## src/bmps_pkg.sv

```systemverilog
`timescale 1ns / 1ps
// Shared types, constants and helpers for the BMP pixel stream decoder.
// Used by bmps_core and bmp_pixel_stream_to_screen_top; no dependencies.
package bmps_pkg;

    localparam int MAX_DIM    = 4096;  // largest image side, larger sizes saturate
    localparam int DIM_W      = 13;    // holds 0..MAX_DIM
    localparam int COORD_W    = 13;
    localparam int ORG_W      = 12;
    localparam int SIZE_W     = 14;
    localparam int CFG_IDX_W  = 3;
    localparam int CFG_DATA_W = 14;
    localparam int COLOR_W    = 32;

    typedef enum logic [CFG_IDX_W-1:0] {
        REG_ORIGIN_ROW    = 3'd0,
        REG_ORIGIN_COL    = 3'd1,
        REG_IMAGE_WIDTH   = 3'd2,
        REG_IMAGE_HEIGHT  = 3'd3,
        REG_ALPHA_PRESENT = 3'd4
    } cfg_index_t;

    typedef enum logic [1:0] {
        PH_BLUE  = 2'd0,
        PH_GREEN = 2'd1,
        PH_RED   = 2'd2,
        PH_ALPHA = 2'd3
    } phase_t;

    typedef struct packed {
        logic [ORG_W-1:0]         origin_row;
        logic [ORG_W-1:0]         origin_col;
        logic signed [SIZE_W-1:0] image_width;
        logic signed [SIZE_W-1:0] image_height;
        logic                     alpha_present;
    } cfg_t;

    typedef struct packed {
        logic [COORD_W-1:0] pixel_row;
        logic [COORD_W-1:0] pixel_col;
        logic [COLOR_W-1:0] color;
        logic               last_pixel;
    } pixel_t;

    // Magnitude of a signed image side, saturated to MAX_DIM.
    function automatic logic [DIM_W-1:0] dim_mag(input logic [SIZE_W-1:0] raw);
        logic [SIZE_W-1:0] mag;
        mag = raw[SIZE_W-1] ? (SIZE_W'(0) - raw) : raw;
        if (mag > SIZE_W'(MAX_DIM))
            return DIM_W'(MAX_DIM);
        return mag[DIM_W-1:0];
    endfunction

endpackage

```

## src/bmps_core.sv

```systemverilog
`timescale 1ns / 1ps
// Byte gathering, padding skip and screen coordinate mapping.
// Depends on bmps_pkg; output registering is done in the top level.
module bmps_core (
    input  logic                  clk,
    input  logic                  rst_n,
    input  logic                  fire,
    input  logic [7:0]            data_byte,
    input  bmps_pkg::cfg_t        cfg,
    output logic                  res_valid,
    output bmps_pkg::pixel_t      res
);
    import bmps_pkg::*;

    phase_t             phase_reg, phase_next;
    logic [DIM_W-1:0]   col_reg, col_next;
    logic [DIM_W-1:0]   row_reg, row_next;
    logic [1:0]         pad_reg, pad_next;
    logic [7:0]         blue_reg, blue_next;
    logic [7:0]         green_reg, green_next;
    logic [7:0]         red_reg, red_next;

    logic [DIM_W-1:0]   w, h;
    logic [DIM_W-1:0]   row_off, col_off;
    logic               last_col, last_row;
    logic               pix_done;
    logic [7:0]         red, alpha;

    always_ff @(posedge clk or negedge rst_n)
    begin
        if (!rst_n)
        begin
            phase_reg <= PH_BLUE;
            col_reg   <= '0;
            row_reg   <= '0;
            pad_reg   <= '0;
            blue_reg  <= '0;
            green_reg <= '0;
            red_reg   <= '0;
        end
        else
        begin
            phase_reg <= phase_next;
            col_reg   <= col_next;
            row_reg   <= row_next;
            pad_reg   <= pad_next;
            blue_reg  <= blue_next;
            green_reg <= green_next;
            red_reg   <= red_next;
        end
    end

    always_comb
    begin
        w = dim_mag(cfg.image_width);
        h = dim_mag(cfg.image_height);

        // bottom-up storage when height is positive; mirror when width is negative
        row_off = !cfg.image_height[SIZE_W-1] ? (h - DIM_W'(1) - row_reg) : row_reg;
        col_off = cfg.image_width[SIZE_W-1] ? (w - DIM_W'(1) - col_reg) : col_reg;
        last_col = col_reg >= (w - DIM_W'(1));
        last_row = row_reg >= (h - DIM_W'(1));

        phase_next = phase_reg;
        col_next   = col_reg;
        row_next   = row_reg;
        pad_next   = pad_reg;
        blue_next  = blue_reg;
        green_next = green_reg;
        red_next   = red_reg;
        pix_done   = 1'b0;
        red        = data_byte;
        alpha      = 8'd0;

        if (fire && w != '0 && h != '0)
        begin
            if (pad_reg != 2'd0)
            begin
                pad_next = pad_reg - 2'd1;
            end
            else
            begin
                unique case (phase_reg)
                    PH_BLUE:
                    begin
                        blue_next  = data_byte;
                        phase_next = PH_GREEN;
                    end
                    PH_GREEN:
                    begin
                        green_next = data_byte;
                        phase_next = PH_RED;
                    end
                    PH_RED:
                    begin
                        red_next = data_byte;
                        if (cfg.alpha_present)
                            phase_next = PH_ALPHA;
                        else
                            pix_done = 1'b1;
                    end
                    PH_ALPHA:
                    begin
                        // alpha turned off mid-pixel: this byte is red
                        if (cfg.alpha_present)
                        begin
                            red   = red_reg;
                            alpha = data_byte;
                        end
                        else
                        begin
                            red_next = data_byte;
                        end
                        pix_done = 1'b1;
                    end
                endcase

                if (pix_done)
                begin
                    phase_next = PH_BLUE;
                    if (last_col)
                    begin
                        col_next = '0;
                        row_next = last_row ? '0 : row_reg + DIM_W'(1);
                        // row padding of 3*w bytes to a multiple of 4 is w mod 4
                        pad_next = cfg.alpha_present ? 2'd0 : w[1:0];
                    end
                    else
                    begin
                        col_next = col_reg + DIM_W'(1);
                    end
                end
            end
        end

        res_valid      = pix_done;
        res.pixel_row  = COORD_W'({1'b0, cfg.origin_row}) + row_off;
        res.pixel_col  = COORD_W'({1'b0, cfg.origin_col}) + col_off;
        res.color      = {alpha, red, green_reg, blue_reg};
        res.last_pixel = last_col && last_row;
    end

    a_pad_phase: assert property (@(posedge clk) disable iff (!rst_n)
        (pad_reg != 2'd0) |-> (phase_reg == PH_BLUE))
        else $error("padding skip while a pixel is half gathered");

    a_row_end: assert property (@(posedge clk) disable iff (!rst_n)
        (pix_done && last_col) |=> (col_reg == '0))
        else $error("column count not cleared at row end");

    a_image_end: assert property (@(posedge clk) disable iff (!rst_n)
        (pix_done && res.last_pixel) |=> (col_reg == '0 && row_reg == '0))
        else $error("counters not rewound after final pixel");

    a_idle_hold: assert property (@(posedge clk) disable iff (!rst_n)
        !fire |=> $stable(phase_reg) && $stable(pad_reg) && $stable(col_reg))
        else $error("state moved without a byte transfer");

endmodule

```

## src/bmp_pixel_stream_to_screen_top.sv

```systemverilog
`timescale 1ns / 1ps
// BMP pixel array byte stream to screen pixels: config registers and output stage.
// A pixel is registered and presented in the cycle after the transfer of its last byte.
// Throughput: one byte per cycle; a byte transfers whenever the output register is
// empty or being drained, and every byte stalls while a held pixel is stalled.
// Reset (rst_n, async low): all but the output data register reset, no pixel pending.
module bmp_pixel_stream_to_screen_top (
    input  logic                                clk,
    input  logic                                rst_n,
    input  logic                                cfg_we,
    input  logic [bmps_pkg::CFG_IDX_W-1:0]      cfg_index,
    input  logic [bmps_pkg::CFG_DATA_W-1:0]     cfg_data,
    input  logic                                in_valid,
    output logic                                in_stall,
    input  logic [7:0]                          data_byte,
    output logic                                out_valid,
    input  logic                                out_stall,
    output logic [bmps_pkg::COORD_W-1:0]        pixel_row,
    output logic [bmps_pkg::COORD_W-1:0]        pixel_col,
    output logic [bmps_pkg::COLOR_W-1:0]        color,
    output logic                                last_pixel
);
    import bmps_pkg::*;

    cfg_t   cfg_reg, cfg_next;
    pixel_t out_reg, out_next;
    logic   out_valid_reg, out_valid_next;
    logic   fire;
    logic   res_valid;
    pixel_t res;

    assign in_stall = out_valid_reg && out_stall;
    assign fire     = in_valid && !in_stall;

    bmps_core u_core (
        .clk       (clk),
        .rst_n     (rst_n),
        .fire      (fire),
        .data_byte (data_byte),
        .cfg       (cfg_reg),
        .res_valid (res_valid),
        .res       (res)
    );

    always_comb
    begin
        cfg_next = cfg_reg;
        if (cfg_we)
        begin
            unique case (cfg_index_t'(cfg_index))
                REG_ORIGIN_ROW:    cfg_next.origin_row    = cfg_data[ORG_W-1:0];
                REG_ORIGIN_COL:    cfg_next.origin_col    = cfg_data[ORG_W-1:0];
                REG_IMAGE_WIDTH:   cfg_next.image_width   = cfg_data[SIZE_W-1:0];
                REG_IMAGE_HEIGHT:  cfg_next.image_height  = cfg_data[SIZE_W-1:0];
                REG_ALPHA_PRESENT: cfg_next.alpha_present = cfg_data[0];
                default:           cfg_next = cfg_reg;
            endcase
        end
    end

    always_comb
    begin
        out_next       = out_reg;
        out_valid_next = out_valid_reg;
        if (fire && res_valid)
        begin
            out_next       = res;
            out_valid_next = 1'b1;
        end
        else if (!out_stall)
        begin
            out_valid_next = 1'b0;
        end
    end

    always_ff @(posedge clk or negedge rst_n)
    begin
        if (!rst_n)
        begin
            cfg_reg.origin_row    <= '0;
            cfg_reg.origin_col    <= '0;
            cfg_reg.image_width   <= SIZE_W'(1);
            cfg_reg.image_height  <= SIZE_W'(1);
            cfg_reg.alpha_present <= 1'b0;
            out_valid_reg         <= 1'b0;
        end
        else
        begin
            cfg_reg       <= cfg_next;
            out_valid_reg <= out_valid_next;
        end
    end

    always_ff @(posedge clk)
    begin
        out_reg <= out_next;
    end

    assign out_valid  = out_valid_reg;
    assign pixel_row  = out_reg.pixel_row;
    assign pixel_col  = out_reg.pixel_col;
    assign color      = out_reg.color;
    assign last_pixel = out_reg.last_pixel;

    a_no_drop: assert property (@(posedge clk) disable iff (!rst_n)
        (fire && res_valid) |=> out_valid_reg)
        else $error("pixel lost on the way to the output register");

    a_no_ghost: assert property (@(posedge clk) disable iff (!rst_n)
        (!(fire && res_valid) && !out_stall) |=> !out_valid_reg)
        else $error("output valid without a new pixel");

endmodule

```

## config.mk

```make
export PLATFORM = sky130hd
export DESIGN_NAME = bmp_pixel_stream_to_screen_top
export DESIGN_NICKNAME = d
export VERILOG_FILES = /design/src/bmps_pkg.sv /design/src/bmps_core.sv /design/src/bmp_pixel_stream_to_screen_top.sv
export SDC_FILE = /design/constraint.sdc
export NUM_CORES = 1
export LEC_CHECK = 0
export BUFFER_PORTS_ARGS = -buffer_cell sky130_fd_sc_hd__buf_2
export CAP_MARGIN = 20
export CELL_PAD_IN_SITES_DETAIL_PLACEMENT = 2
export CELL_PAD_IN_SITES_GLOBAL_PLACEMENT = 2
export CORE_ASPECT_RATIO = 1.4
export CORE_MARGIN = 4
export CORE_UTILIZATION = 39
export DETAILED_ROUTE_END_ITERATION = 6
export PLACE_DENSITY_LB_ADDON = 0.05
export SYNTH_ARGS = -nofsm -noshare
export SYNTH_HDL_FRONTEND = slang
export SYNTH_HIERARCHICAL = 1
export SYNTH_SLANG_ARGS = --single-unit
```

## constraint.sdc

```tcl
create_clock -name clk -period 8.9 [get_ports clk]
set_clock_uncertainty 0.1 [all_clocks]
set_input_delay 0 -clock clk [delete_from_list [all_inputs] [get_ports clk]]
set_output_delay 0 -clock clk [all_outputs]
set_load 0.005 [all_outputs]
```

==> flow_metrics.tcl, run 1 <==
set metrics [dict create \
    p_leak_uw 0.00512 \
    synth.area.top_cells "dfrtp_1 (25%), edfxtp_1 (17%), mux2_2 (7.8%), ha_1 (7.4%), o21ai_0 (4.1%)" \
    critPathTopFamily "simple AND/OR/NAND/NOR gates" \
    path_clk_slew_ns 0.08 \
    synthDistinctLibCells 75 \
    hpwl_mm 26.5 \
    drc 0 \
    rows 71 \
    multi_input_area_um2 5810 \
    cpPeakStageDelay_ns 0.64 \
    area_growth_pct 16.2 \
    grt_use_total_pct 24.6 \
    endpoint_kind "flop" \
    worstMarginPinSlew_ns 1.09 \
    avgSynthCellArea_um2 10.1 \
    synth_seq_cells 167 \
    vdd_ir_drop_max_uv 154 \
    io_pins 91 \
    max_cap_violations 0 \
    period_needed_ns 7.35 \
    core_area_um2 26900 \
    finalSetupViolCount 0 \
    cts_resized 0 \
    hold_buffers 29 \
    cts.path.max_buffers 2 \
    vias 8775 \
    syn_area_um2 10700 \
    final.setup.worst_slack_ns 1.55 \
    wl_per_cell_um 23.3 \
    clk-insertion-delay-late_ns 0.45 \
    drt_iter0_markers 340 \
    synth_top_area_share_pct 24.8 \
    io_buffer_count 90 \
    hold_viol_final 0 \
    numCtsBuffers 17 \
    initial_core_util_pct 39.7 \
    synth.most_common_cell "dfrtp_1" \
    grt-ovfl-total 0 \
    preCtsSetupSlack_ns 1.55 \
    nNetsFinal 1272 \
    synth_edf_count 59 \
    cp.required_ns 8.97 \
    grt_pass1_vias 9788 \
    h-tree-depth 4 \
    via_per_inst 5.65 \
    drt_pass1_iterations 5 \
    drt_wl_total_mm 36.2 \
    status "completed" \
    drv_slew 0 \
    largest_reg_flops 53 \
    cp_cell_sequence "nor4_1 > a41oi_1 > xor2_1 > nor4_1 > nand3_1 > nand2b_1 > nand2_1 > ha_1 > xnor2_1 > ha_1 > a21o_1 > a21oi_1 > o21bai_1 > a2111o_1 > and2_1 > xor2_1 > nand2_1 > o21ai_0 > ha_1 > and2_1 > o21ai_0 > o21ai_0 > o41ai_1 > xor2_1" \
    relSlewSlack_pct 27.3 \
    fmax_ghz 0.136 \
    yosys.area.top_type "dfrtp_1" \
    min_period_over_period_pct 82.6 \
    crit_type "reg -> reg" \
    cp_slowest_cell "nor4_1" \
    fin_setup_tns_ns 0 \
    synth_flop_cell "dfrtp_1" \
    p_per_area_nw_per_um2 352 \
    chipWidth_um 148 \
    fill_cells 2887 \
    hp-class "in -> async" \
    synth_nets 1160 \
    netlist_top_cells_count "dfrtp_1 (106), o21ai_0 (87), nand2_1 (82)" \
    regArea_um2 4480 \
    layout-drive-gt1-share_pct 20.2 \
    grt_first_pass_wirelength_mm 57.0 \
    p_total_uw 4380 \
    grt_setup_unrepaired "no" \
    cts-root-buf "clkbuf_16" \
    yosysSeqAreaShare_pct 41.9 \
    ant_nets 0 \
    antenna_found_initial 1 \
    grt_max_degree 63 \
    async_flop_share_pct 64.7 \
    die-area_um2 30200 \
    arrival_ns 7.42 \
    diodes 0 \
    yosysWarnings 6 \
    syn_inst 1063 \
    cts_tree "done" \
    setup.worst_path.start_class "flop" \
    crit_buf_inv 0 \
    post_cts.repair.setup_buffers 0 \
    die_y_um 204 \
    routabilityCongestion 0.794 \
    path_max_fanout 12 \
    cts_sinks 167 \
]
## report_power, final
part | total [uW] | switching (uW) | internal [uW]
Clock | 762 | 382 | 380
Combinational | 2390 | 1400 | 987
Sequential | 1220 | 160 | 1060
## layout make-up
class	instances	area share [%]
Clock buffer	17	3.42
Clock inverter	15	1.47
Inverter	64	1.93
Multi-Input combinational cell	795	46.8
Sequential cell	167	36.0
Tap cell	365	3.68
Timing Repair Buffer	130	6.68
## worst reg2reg max path, cell delays in order, from the launching register on
cell and delay, ns:
dfrtp_1 0.52, nor4_1 0.64, a41oi_1 0.25, xor2_1 0.22, nor4_1 0.62, nand3_1 0.21, nand2b_1 0.41, nand2_1 0.16
ha_1 0.36, xnor2_1 0.28, ha_1 0.34, a21o_1 0.19, a21oi_1 0.23, o21bai_1 0.12, a2111o_1 0.46, and2_1 0.18
xor2_1 0.15, nand2_1 0.07, o21ai_0 0.09, ha_1 0.38, and2_1 0.19, o21ai_0 0.15, o21ai_0 0.17, o41ai_1 0.46
xor2_1 0.12
## logic make-up (layout without fill, tap and decap cells)
| logic type | after synthesis | after routing | share of synthesized area, % |
|---|---|---|---|
| adder cells (fa/ha/maj) | 67 | 67 | 8.12 |
| multiplexers | 94 | 94 | 9.87 |
| XOR/XNOR | 68 | 68 | 5.64 |
| AO/OA/AOI/OAI | 261 | 261 | 15.6 |
| buffers and inverters | 101 | 226 | 4.01 |
| AND/OR/NAND/NOR | 305 | 305 | 14.9 |
| flip-flops | 167 | 167 | 41.9 |
## layout by cell type, fill, tap and decap left out, types with 5 or more instances in the layout
cell	instances
ha_1	63
or3_1	6
mux2_1	10
clkbuf_16	17
xnor2_1	37
dfrtp_1	106
a211oi_1	6
or4_1	5
buf_4	11
nor4_1	11
a31o_2	5
xor2_1	30
o21ai_0	87
mux2_2	74
mux2i_1	8
nor2_1	47
or2_2	9
nor2b_1	16
a21oi_1	63
inv_1	63
edfxtp_1	59
and3_1	8
nor3_1	28
o211ai_1	6
buf_2	89
o21a_1	5
nand2_1	82
nor3b_1	5
dlygate4sd3_1	29
and2_1	15
clkinv_8	6
o31ai_1	12
nand2b_1	11
nand3_1	30
a31oi_1	14
nand4_1	15
o21bai_1	5
a21o_1	19
## final timing paths
kind | end | start | slack, ns | depth (start not counted)
setup / recovery | pixel_col[12]$_DFFE_PP_ | cfg_reg[18]$_DFFE_PN0P_ | 1.55 | 24
hold / removal | u_core/row_reg[11]$_DFFE_PN0P_ | rst_n | 0.04 | 2
setup reg to reg | pixel_col[12]$_DFFE_PP_ | cfg_reg[18]$_DFFE_PN0P_ | 1.55 | 24
hold reg to reg | color[0]$_DFFE_PP_ | u_core/blue_reg[0]$_DFFE_PN0P_ | 0.35 | 0
max in group asynchronous | u_core/blue_reg[0]$_DFFE_PN0P_ | rst_n | 7.34 | 3
min in group clk | pixel_row[12]$_DFFE_PP_ | out_stall | 0.21 | 3
## per-layer routing
metal	vias to the layer above	GRT usage [%]	wire, um
li1	4113	-	-
met3	61	3.02	649
met1	4477	26.0	13500
met4	2	10.4	1460
met2	122	48.6	20500
met5	-	0	13
## stage by stage
stage / utilization, % / instances / area [um2] / hold slack, ns
CTS: 46.1 / 1552 / 12400 / 0.0604
global placement: 42.8 / 1491 / 11500 / -0.00183
floorplan: - / 1063 / 10700 / -0.396
global route: 46.2 / 1553 / 12400 / 0.100
detailed placement: 42.8 / 1491 / 11500 / -0.0110
finish: 46.2 / 1553 / 12400 / 0.0351
Power figures use the tool's default switching activity.
==> run 2, diff against run 1 <==
--- a/config.mk
+++ b/config.mk
@@ -5,13 +5,14 @@
 export SDC_FILE = /design/constraint.sdc
 export NUM_CORES = 1
 export LEC_CHECK = 0
+export ABC_AREA = 1
 export BUFFER_PORTS_ARGS = -buffer_cell sky130_fd_sc_hd__buf_2
 export CAP_MARGIN = 20
 export CELL_PAD_IN_SITES_DETAIL_PLACEMENT = 2
 export CELL_PAD_IN_SITES_GLOBAL_PLACEMENT = 2
 export CORE_ASPECT_RATIO = 1.4
 export CORE_MARGIN = 4
-export CORE_UTILIZATION = 39
+export CORE_UTILIZATION = 36
 export DETAILED_ROUTE_END_ITERATION = 6
 export PLACE_DENSITY_LB_ADDON = 0.05
 export SYNTH_ARGS = -nofsm -noshare
==> constraint.sdc (replaced) <==
create_clock -name clk -period 7.6 [get_ports clk]
set_clock_uncertainty 0.1 [all_clocks]
set_input_delay 0 -clock clk [delete_from_list [all_inputs] [get_ports clk]]
set_output_delay 0 -clock clk [all_outputs]
set_load 0.005 [all_outputs]
==> run 2 against run 1 <==
  * Sequential share of layout area fell by 0.61 points
  * Critical path depth rose by 11
  * Cell area rose by 1.7%
  * Register-to-register slack got worse by 0.21 ns
  * Combinational power rose by 26%
  * Routed wire length rose by 5.1%
  * Synthesized cell count rose by 32%
  * Critical endpoint unchanged
  * First-iteration DRC count fell by 22%
==> flow_metrics.tcl, run 2 <==
set metrics [dict create \
    max_cap_violations 0 \
    fin_cells 1918 \
    routabilityCongestion 0.817 \
    hp-class "in -> async" \
    synth_top_area_share_pct 24.4 \
    internal_power_uw 2750 \
    cts_tree "done" \
    worstMarginPinSlew_ns 1.01 \
    r2r_start "cfg_reg[28]$_DFFE_PN0P_" \
    seqPwrFrac_pct 26.1 \
    rows 75 \
    syn_area_um2 10900 \
    cts_sinks 167 \
    vdd_ir_drop_max_uv 220 \
    arrival_ns 6.42 \
    diodes 0 \
    synth.most_common_cell "nand2_1" \
    netlist_top_cells_count "nand2_1 (455), nand3_1 (142), inv_1 (132)" \
    cp.required_ns 7.75 \
    hpwl_mm 28.8 \
    antenna_found_initial 0 \
    critPathTopFamily "compound AO/OA/AOI/OAI gates" \
    relSlewSlack_pct 32.7 \
    crit_buf_inv 7 \
    cts-root-buf "clkbuf_16" \
    fin_setup_tns_ns 0 \
    stdcell_area_um2 12600 \
    drv_slew 0 \
    final_util_pct 42.2 \
    drt_wl_total_mm 38.0 \
    endpoint_kind "flop" \
    drt_pass1_iterations 4 \
    fill_cells 3521 \
    syn_inst 1403 \
    regArea_um2 4480 \
    yosys.area.top_type "dfrtp_1" \
    min_period_over_period_pct 82.4 \
    area_growth_pct 16.2 \
    synth_seq_cells 167 \
    grt_first_pass_wirelength_mm 60.9 \
    dp.cells 1846 \
    die_y_um 214 \
    setup.worst_path.start_class "flop" \
    multi_input_area_um2 5670 \
    h-tree-depth 4 \
    p_leak_uw 0.00618 \
    status "completed" \
    p_per_area_nw_per_um2 417 \
    largest_reg_flops 53 \
    numCtsBuffers 17 \
    initial_core_util_pct 36.3 \
    switchingPower_uw 2520 \
    grt_max_degree 60 \
    chipWidth_um 155 \
    ant_nets 0 \
    finalSetupViolCount 0 \
    grt_setup_unrepaired "no" \
    grt_use_total_pct 23.6 \
    path_depth 35 \
    grt-ovfl-total 0 \
    io_buffer_count 90 \
    clkPwrFrac_pct 16.8 \
    final_common_cell "nand2_1" \
    whs_ns 0.0358 \
    path_max_fanout 22 \
    cts.path.max_buffers 2 \
    clk-insertion-delay-late_ns 0.45 \
    synth_flop_cell "dfrtp_1" \
    vias 10100 \
    fmax_ghz 0.160 \
    pwr-share-comb_pct 57.1 \
    cpPeakStageDelay_ns 0.82 \
    power_switching_share_pct 47.8 \
    io_pins 91 \
    nNetsFinal 1617 \
    drc 0 \
    yosysSeqAreaShare_pct 41.2 \
    drt_iter0_markers 265 \
    layout-drive-gt1-share_pct 10.9 \
    r2r_end "pixel_col[12]$_DFFE_PP_" \
    synth.area.top_cells "dfrtp_1 (24%), edfxtp_1 (16%), nand2_1 (16%), ha_1 (7.2%), nand3_1 (6.5%)" \
    avgSynthCellArea_um2 7.75 \
    synth_nets 1500 \
    period_needed_ns 6.27 \
    die-area_um2 33100 \
    core_area_um2 29900 \
    wl_per_cell_um 19.8 \
    synthDistinctLibCells 52 \
    path_common_cell "inv_1" \
    rrSetupSlack_ns 1.33 \
    async_flop_share_pct 64.7 \
    placed_area_um2 11700 \
    reg2regPathDepth 35 \
    via_per_inst 5.29 \
    synth_edf_count 59 \
    hold_viol_final 0 \
    mostFrequentLayoutCells "nand2_1 (455), nand3_1 (142), inv_1 (132), dfrtp_1 (106), nor2_1 (94)" \
    grt_pass1_vias 11200 \
    crit_type "reg -> reg" \
    yosysWarnings 6 \
    cp_slowest_cell "dfrtp_1" \
    path_clk_slew_ns 0.07 \
]
[run 2: metrics by stage]
stage / setup slack, ns / power [uW]
floorplan: 0.0903 / 3490
global placement: 1.43 / 4250
detailed placement: 1.27 / 4380
CTS: 1.25 / 5330
global route: 0.509 / 5770
finish: 1.33 / 5280
[run 2: logic make-up after synthesis]
group                    count (synthesis)  synth area share, %
adder cells (fa/ha/maj)                 67                 7.98
flip-flops                             167                 41.2
multiplexers                             1                0.104
AND/OR/NAND/NOR                        788                 31.5
AO/OA/AOI/OAI                          143                 7.57
XOR/XNOR                                61                 4.91
buffers and inverters                  176                 6.81
[run 2: how the worst max path moves through the flow]
stage | startpoint | end | slack [ns]
floorplan | cfg_reg[15]$_DFFE_PN1P_ | color[0]$_DFFE_PP_ | 0.09
global placement | cfg_reg[28]$_DFFE_PN0P_ | pixel_col[12]$_DFFE_PP_ | 1.43
detailed placement | cfg_reg[28]$_DFFE_PN0P_ | pixel_col[12]$_DFFE_PP_ | 1.27
CTS | cfg_reg[28]$_DFFE_PN0P_ | pixel_col[12]$_DFFE_PP_ | 1.25
global route | cfg_reg[28]$_DFFE_PN0P_ | pixel_col[12]$_DFFE_PP_ | 0.51
finish | cfg_reg[28]$_DFFE_PN0P_ | pixel_col[12]$_DFFE_PP_ | 1.33
[run 2: metal layers]
| layer | part of all wire, % | track usage [%] |
|---|---|---|
| met1 | 39 | 25.8 |
| met2 | 56 | 46.1 |
| met3 | 2.2 | 2.97 |
| met4 | 3.1 | 8.62 |
| met5 | 0 | 0 |
[run 2: power groups by stage]
stage | logic (uW) | clock network (uW) | registers, uW
finish | 3010 | 888 | 1380
global route | 3420 | 950 | 1400
CTS | 3040 | 909 | 1380
detailed placement | 2990 | 0 | 1390
global placement | 2870 | 0 | 1390
floorplan | 2160 | 0 | 1330
[run 2: cell type report]
type                            instances  area share [%]
Tap cell                              385            3.81
Sequential cell                       167            35.4
Inverter                              136            4.04
Multi-Input combinational cell       1060            44.9
Timing Repair Buffer                  138            7.33
Clock buffer                           20            3.45
Clock inverter                         12            1.10
[run 2: what timing repair did]
action | 4_1_cts | 5_1_grt
buffers inserted | 0 | 0
hold buffers | 40 | 0
resized for setup | 0 | 0
hold endpoints to repair | 143 | 0
